--- config.mk ---
export PLATFORM = sky130hd
export DESIGN_NAME = multichannel_soft_pwm
export DESIGN_NICKNAME = d
export VERILOG_FILES = /design/src/design/mspwm_pkg.sv /design/src/design/multichannel_soft_pwm.sv
export SDC_FILE = /design/constraint.sdc
export NUM_CORES = 2
export LEC_CHECK = 0
export BUFFER_PORTS_ARGS = -buffer_cell sky130_fd_sc_hd__buf_2
export CAP_MARGIN = 20
export CORE_AREA = 4 4 404 565
export DETAILED_ROUTE_END_ITERATION = 12
export DIE_AREA = 0 0 408 569
export PLACE_DENSITY = 0.54
export SYNTH_ARGS = -nofsm -noshare
export SYNTH_HDL_FRONTEND = slang
export SYNTH_SLANG_ARGS = --single-unit
--- constraint.sdc ---
create_clock -name i_clk -period 6.3 [get_ports i_clk]
set_input_delay 0.315 -clock i_clk [delete_from_list [all_inputs] [get_ports i_clk]]
set_output_delay 0.315 -clock i_clk [all_outputs]
set_load 0.1 [all_outputs]
--- src/design/mspwm_pkg.sv ---
package mspwm_pkg;

    localparam int CHANNELS   = 32;
    localparam int COUNT_BITS = 16;
    localparam int CH_BITS    = (CHANNELS > 1) ? $clog2(CHANNELS) : 1;
    localparam int IN_BITS    = 16;
    localparam int CHSEL_BITS = 5;
    localparam int PIN_BITS   = 32;

    localparam logic [COUNT_BITS-1:0] CNT_MAX = '1;
    localparam logic [CH_BITS-1:0]    CH_LAST = CH_BITS'(CHANNELS - 1);

    typedef logic [1:0] t_kind;

    localparam t_kind KIND_TICK  = 2'd0;
    localparam t_kind KIND_START = 2'd1;
    localparam t_kind KIND_WRITE = 2'd2;
    localparam t_kind KIND_STOP  = 2'd3;

    typedef struct packed {
        logic [COUNT_BITS-1:0] period;
        logic [COUNT_BITS-1:0] duty;
        logic [COUNT_BITS-1:0] latch;
        logic [COUNT_BITS-1:0] phase;
    } t_chan;

    function automatic logic [COUNT_BITS-1:0] sat_count(input logic [IN_BITS-1:0] v);
        logic [32:0] wide;
        logic [32:0] lim;
        wide = 33'(v);
        lim  = 33'(CNT_MAX);
        if (wide > lim) begin
            return CNT_MAX;
        end
        return COUNT_BITS'(v);
    endfunction

    function automatic logic [COUNT_BITS-1:0] min_count(input logic [COUNT_BITS-1:0] a,
                                                        input logic [COUNT_BITS-1:0] b);
        return (a > b) ? b : a;
    endfunction

    function automatic logic [CH_BITS-1:0] chan_index(input logic [CHSEL_BITS-1:0] c);
        return CH_BITS'(32'(c) % CHANNELS);
    endfunction

endpackage

--- src/design/multichannel_soft_pwm.sv ---
// A start, write or stop beat passes through S_EXEC and S_DONE, then its result is
// registered on the output. A tick beat walks every channel entry of the state memory,
// one per cycle, in S_TICK, then passes through S_DONE to the output register.
// One beat in work at a time: a new beat is taken only in S_IDLE, once the last has
// left S_DONE, which holds while the output stalls; the next is taken while a result waits.
// Reset clears all channels at once through per-entry valid bits, with no clearing pass.
module multichannel_soft_pwm (
    input  logic                              i_clk,
    input  logic                              i_rst_n,
    input  logic                              i_in_valid,
    output logic                              o_in_ready,
    input  logic [1:0]                        i_kind,
    input  logic [mspwm_pkg::CHSEL_BITS-1:0]  i_channel,
    input  logic [mspwm_pkg::IN_BITS-1:0]     i_duty_ticks,
    input  logic [mspwm_pkg::IN_BITS-1:0]     i_period_ticks,
    output logic                              o_out_valid,
    input  logic                              i_out_ready,
    output logic [mspwm_pkg::PIN_BITS-1:0]    o_pin_levels,
    output logic                              o_status
);

    typedef enum logic [1:0] {
        S_IDLE,
        S_EXEC,
        S_TICK,
        S_DONE
    } t_state;

    t_state                                r_state;
    mspwm_pkg::t_kind                      r_kind;
    logic [mspwm_pkg::CH_BITS-1:0]         r_ch;
    logic [mspwm_pkg::CH_BITS-1:0]         r_idx;
    logic [mspwm_pkg::COUNT_BITS-1:0]      r_duty;
    logic [mspwm_pkg::COUNT_BITS-1:0]      r_period;
    logic                                  r_status;
    logic [mspwm_pkg::CHANNELS-1:0]        r_level;
    logic [mspwm_pkg::CHANNELS-1:0]        r_vld;
    logic                                  r_out_valid;
    logic                                  r_out_status;
    logic [mspwm_pkg::CHANNELS-1:0]        r_out_level;

    mspwm_pkg::t_chan                      r_mem [mspwm_pkg::CHANNELS];
    mspwm_pkg::t_chan                      r_rdata;
    logic                                  r_rd_vld;

    logic                                  w_in_acc;
    logic [mspwm_pkg::CH_BITS-1:0]         w_rd_addr;
    logic [mspwm_pkg::CH_BITS-1:0]         w_wr_addr;
    logic                                  w_we;
    mspwm_pkg::t_chan                      w_ent;
    mspwm_pkg::t_chan                      n_ent;
    logic                                  n_lvl_bit;
    logic                                  n_lvl_touch;
    logic                                  n_status;
    logic [mspwm_pkg::COUNT_BITS:0]        w_phase_inc;

    assign o_in_ready = (r_state == S_IDLE);
    assign w_in_acc   = i_in_valid && o_in_ready;
    assign w_we       = (r_state == S_EXEC) || (r_state == S_TICK);
    assign w_wr_addr  = (r_state == S_TICK) ? r_idx : r_ch;
    assign w_ent      = r_rd_vld ? r_rdata : '0;

    always_comb begin
        case (r_state)
            S_IDLE: begin
                w_rd_addr = (i_kind == mspwm_pkg::KIND_TICK) ? '0
                          : mspwm_pkg::chan_index(i_channel);
            end
            S_TICK: begin
                w_rd_addr = mspwm_pkg::CH_BITS'(r_idx + 1'b1);
            end
            default: begin
                w_rd_addr = '0;
            end
        endcase
    end

    always_comb begin
        n_ent       = w_ent;
        n_lvl_bit   = 1'b0;
        n_lvl_touch = 1'b0;
        n_status    = 1'b0;
        w_phase_inc = {1'b0, w_ent.phase} + 1'b1;
        case (r_kind)
            mspwm_pkg::KIND_TICK: begin
                if (w_ent.period != '0) begin
                    if (w_ent.phase == '0) begin
                        n_ent.latch = w_ent.duty;
                    end
                    n_lvl_touch = 1'b1;
                    n_lvl_bit   = (w_ent.phase < n_ent.latch);
                    if (w_phase_inc >= {1'b0, w_ent.period}) begin
                        n_ent.phase = '0;
                    end else begin
                        n_ent.phase = w_phase_inc[mspwm_pkg::COUNT_BITS-1:0];
                    end
                end
            end
            mspwm_pkg::KIND_START: begin
                if (w_ent.period != '0 || r_period == '0) begin
                    n_status = 1'b1;
                end else begin
                    n_ent.period = r_period;
                    n_ent.duty   = mspwm_pkg::min_count(r_duty, r_period);
                    n_ent.latch  = '0;
                    n_ent.phase  = '0;
                    n_lvl_touch  = 1'b1;
                end
            end
            mspwm_pkg::KIND_WRITE: begin
                n_ent.duty = mspwm_pkg::min_count(r_duty, w_ent.period);
            end
            default: begin
                if (w_ent.period != '0) begin
                    n_ent.period = '0;
                    n_ent.phase  = '0;
                    n_ent.latch  = '0;
                    n_lvl_touch  = 1'b1;
                end
            end
        endcase
    end

    always_ff @(posedge i_clk) begin
        r_rdata  <= r_mem[w_rd_addr];
        r_rd_vld <= r_vld[w_rd_addr];
        if (w_we) begin
            r_mem[w_wr_addr] <= n_ent;
        end
    end

    always_ff @(posedge i_clk) begin
        if (!i_rst_n) begin
            r_state      <= S_IDLE;
            r_kind       <= mspwm_pkg::KIND_TICK;
            r_ch         <= '0;
            r_idx        <= '0;
            r_duty       <= '0;
            r_period     <= '0;
            r_status     <= 1'b0;
            r_level      <= '0;
            r_vld        <= '0;
            r_out_valid  <= 1'b0;
            r_out_status <= 1'b0;
            r_out_level  <= '0;
        end else begin
            if (r_state == S_DONE && (!r_out_valid || i_out_ready)) begin
                r_out_valid <= 1'b1;
            end else if (r_out_valid && i_out_ready) begin
                r_out_valid <= 1'b0;
            end
            if (w_we) begin
                r_vld[w_wr_addr] <= 1'b1;
                if (n_lvl_touch) begin
                    r_level[w_wr_addr] <= n_lvl_bit;
                end
            end
            case (r_state)
                S_IDLE: begin
                    if (w_in_acc) begin
                        r_kind   <= i_kind;
                        r_ch     <= mspwm_pkg::chan_index(i_channel);
                        r_duty   <= mspwm_pkg::sat_count(i_duty_ticks);
                        r_period <= mspwm_pkg::sat_count(i_period_ticks);
                        r_idx    <= '0;
                        r_state  <= (i_kind == mspwm_pkg::KIND_TICK) ? S_TICK : S_EXEC;
                    end
                end
                S_EXEC: begin
                    r_status <= n_status;
                    r_state  <= S_DONE;
                end
                S_TICK: begin
                    r_status <= 1'b0;
                    r_idx    <= mspwm_pkg::CH_BITS'(r_idx + 1'b1);
                    if (r_idx == mspwm_pkg::CH_LAST) begin
                        r_state <= S_DONE;
                    end
                end
                S_DONE: begin
                    if (!r_out_valid || i_out_ready) begin
                        r_out_status <= r_status;
                        r_out_level  <= r_level;
                        r_state      <= S_IDLE;
                    end
                end
                default: begin
                    r_state <= S_IDLE;
                end
            endcase
        end
    end

    assign o_out_valid = r_out_valid;
    assign o_status    = r_out_status;

    for (genvar g = 0; g < mspwm_pkg::PIN_BITS; g++) begin : g_pins
        if (g < mspwm_pkg::CHANNELS) begin : g_on
            assign o_pin_levels[g] = r_out_level[g];
        end else begin : g_off
            assign o_pin_levels[g] = 1'b0;
        end
    end

    a_tick_start: assert property (@(posedge i_clk) disable iff (!i_rst_n)
        (w_in_acc && i_kind == mspwm_pkg::KIND_TICK) |=> (r_state == S_TICK && r_idx == '0))
        else $error("tick beat did not start the channel walk at entry zero");

    a_walk_end: assert property (@(posedge i_clk) disable iff (!i_rst_n)
        (r_state == S_TICK && r_idx == mspwm_pkg::CH_LAST) |=> (r_state == S_DONE))
        else $error("channel walk did not finish after the last entry");

    a_exec_once: assert property (@(posedge i_clk) disable iff (!i_rst_n)
        (r_state == S_EXEC) |=> (r_state == S_DONE))
        else $error("single channel beat took more than one update cycle");

    a_stop_low: assert property (@(posedge i_clk) disable iff (!i_rst_n)
        (r_state == S_EXEC && r_kind == mspwm_pkg::KIND_STOP) |=> !r_level[$past(r_ch)])
        else $error("stopped channel pin is not low");

endmodule

==> metrics <==
outcome finished clean; NetSw 16.12 mW; Slew @ Worst Pin 1.194 ns; RePlAce Congestion 0.8742; TritonRoute pass-1 iters 5; WS Path Type flip-flop to flip-flop; Max stage delay on crit path 0.88 ns; Post-CTS Resized 0; Hold Crit Class primary input to flip-flop; Placed Cells 9,082; Final period util 81.56%; Synth-to-Final Area Change 14.41%; first-pass GRT wire length 409.6 mm; Core Util, Final between 40% and 50%; final-report setup violation count 0; via count 56,470; register area share after synthesis 73.96%; CP max stage cell o32ai_4; post-synthesis async set-or-reset flop share 0%; CTS Buf Count 212; Peak supply drop 409.2 uV; largest net degree at the start of global routing approximately 160; CTS tree built; Final Max Slew Viols 0; YS warnings 0; DRC Markers 0; GRT Util Overall 24.45%; Avg Cell Area, Syn 14.05 um2; leakage 34.01 nW; Root Buffer clkbuf_16; Flop pwr share 42.7%; Core Area roughly 220,000 um2; Max Cap Violations 0; routed wire length 293.1 mm; fin cells 9,535; final setup TNS 0 ns; Vias per Instance 5.922; area of the mapped netlist 88,830 um2; R2R Setup Slk 1.16 ns; Die Y between 500 and 600 um; final net count 6,579; clk_lat worst skew 0.87 ns; min Tclk post-route between 5 and 6 ns; clock sink total 2,258; Sw Ratio 34.79%; postcts setup bufs 0; worst-path fanout max 32; crit path cell chain nand2_1, inv_1, ha_1, nand4_1, nor2_1, and3_1, and3_1, nor2_1, or2_2, ha_1, and4_1, o211ai_1, nand2b_1, o41ai_1, or3_1, o32ai_4; share of layout cells above drive strength 1 10.52%; ys flop type edfxtp_1; Overflow after GRT 0; EDFF count, synth 2,048; dpl hpwl 155.2 mm; I/O pins 78; clock tree buffer depth 4; most frequent cells in the layout edfxtp_1 (2,048), nand2_1 (1,432), mux2i_1 (447); number of global-route vias before repair 53,470; commonest non-fill, non-tap cell in the layout edfxtp_1; port bufs 77; power share of the combinational group 29.4%; initial core utilization 39.85%; Fin. Hold Viols 0; CP endpoint kind flip-flop; Mapped Nets around 6,400; RSZ-0062 raised after global routing false; Clock transition at path regs ~0.070 ns; Wirelength per Cell between 30 and 40 um; # rows 205; Layout Skew 0.06882 ns; Filler cells 19,510; initial drt markers 6,745; internal power 30.22 mW; initial antenna violation count 8; Routed Antenna Nets 0; die area 232,200 um2; startpoint types flip-flop; Worst EP required between 6 and 7 ns; Netlist cell types 74; Arrival @ worst endpoint 5.63 ns; Die Wd 408 um; Clock power frac 27.9%; Max-slew headroom around 20%; pwr dens 455.9 nW/um2; #FFs+latches synth 2,258; H-tree levels 4; Mapped Cells 6,323; fmax 0.1946 GHz
[repair_timing]
item	in CTS	in global routing
hold endpoints to repair	43	0
hold buffers	40	0
endpoints found under the setup margin	0	0
[synth_stat cells, drive strengths merged (7+ instances only)]
cell	number	share of area, %
mux2i	448	5.0
o211ai	8	0.068
a32o	15	0.17
o21ai	122	0.70
inv	40	0.17
o22ai	152	1.1
nor2	163	0.69
a22o	18	0.18
clkbuf	323	1.4
ha	75	1.1
a221o	16	0.18
buf	67	0.43
dfxtp	210	4.7
a21o	7	0.059
a21oi	100	0.56
o2bb2ai	7	0.069
o221a	32	0.41
a32oi	189	1.9
nor3	12	0.068
edfxtp	2048	69
nand3	342	1.9
o21a	10	0.085
nor4	35	0.25
a21boi	24	0.20
and3	53	0.37
a211oi	11	0.093
nand2b	10	0.11
nand2	1437	6.1
and2	7	0.049
a31oi	67	0.47
nand4	179	1.3
nor2b	13	0.092
mux2	17	0.22
[power by group through the flow]
stage               registers [mW]  clock network, mW  logic [mW]
floorplan                     19.5                  0        7.95
global placement              20.1                  0        12.9
detailed placement            20.1                  0        13.2
CTS                           19.8               13.1        13.3
global route                  19.8               13.7        14.5
finish                        19.8               12.9        13.6
[flip-flops by register name, summed over array words and instances (netlist names), 2 cells and up]
register      count
r_level          32
r_vld            32
r_rdata          64
r_period         16
r_ch              5
r_kind            2
o_pin_levels     32
r_mem          2048
r_state           2
r_idx             5
r_duty           16
[kinds of logic (layout without fill, tap and decap cells)]
kind of cell / count (synthesis) / count (layout) / synth area share (%)
flip-flops: 2258 / 2258 / 73.96
XOR/XNOR: 10 / 10 / 0.09859
multiplexers: 465 / 465 / 5.264
AND/OR/NAND/NOR: 2280 / 2280 / 11.16
AO/OA/AOI/OAI: 801 / 801 / 6.420
adder cells (fa/ha/maj): 75 / 75 / 1.056
other: 0 / 5 / 0
buffers and inverters: 434 / 743 / 2.035
[worst max-delay path, delay by kind of cell, from the launching register on]
family,cells,cell delay [ns]
DFF,1,0.62
AOI/OAI and AO/OA,3,1.12
adders and majority gates,2,0.63
and+or+nand+nor,10,2.22
buffers and inverters,1,0.17
[final timing paths]
path,startpoint,end,depth (start not counted)
worst max-delay path,r_rd_vld,r_mem[22][13],16
worst max register to register,r_rd_vld,r_mem[22][13],16
worst min register to register,o_pin_levels[13],o_pin_levels[13],2
worst min-delay path,i_in_valid,r_idx[1],4
[final cells by class]
| class | count | area (um2) | area share [%] |
|---|---|---|---|
| inverters | 41 | 153.9 | 0.1514 |
| clock inverters | 90 | 992.2 | 0.9763 |
| clock buffers | 295 | 5954 | 5.859 |
| repair buffers | 317 | 3391 | 3.336 |
| multi-input cells | 3631 | 21800 | 21.45 |
| diodes | 5 | 12.51 | 0.01231 |
| well taps | 2898 | 3626 | 3.568 |
| flip-flops and latches | 2258 | 65700 | 64.65 |
[metrics by stage]
| stage | hold WS (ns) | area [um2] | worst slack, ns | power [mW] |
|---|---|---|---|---|
| 4_1_cts | 0.01353 | 101100 | 1.062 | 46.14 |
| 3_5_place_dp | 0.4462 | 93740 | 1.085 | 33.29 |
| 5_1_grt | 0.09584 | 101600 | 0.8062 | 47.98 |
| 3_3_place_gp | 0.4415 | 93480 | 1.110 | 33.03 |
| 2_1_floorplan | 0.4320 | 88830 | 0.4874 | 27.48 |
| 6_report | 0.09677 | 101600 | 1.162 | 46.34 |
[layer usage]
layer	routed length [um]	GRT usage [%]	share of wire (%)
met2	140200	40.64	48
met3	20670	2.981	7.1
met4	12660	9.317	4.3
met5	11	0	0.0038
met1	119500	33.00	41
Power figures use the tool's default switching activity.
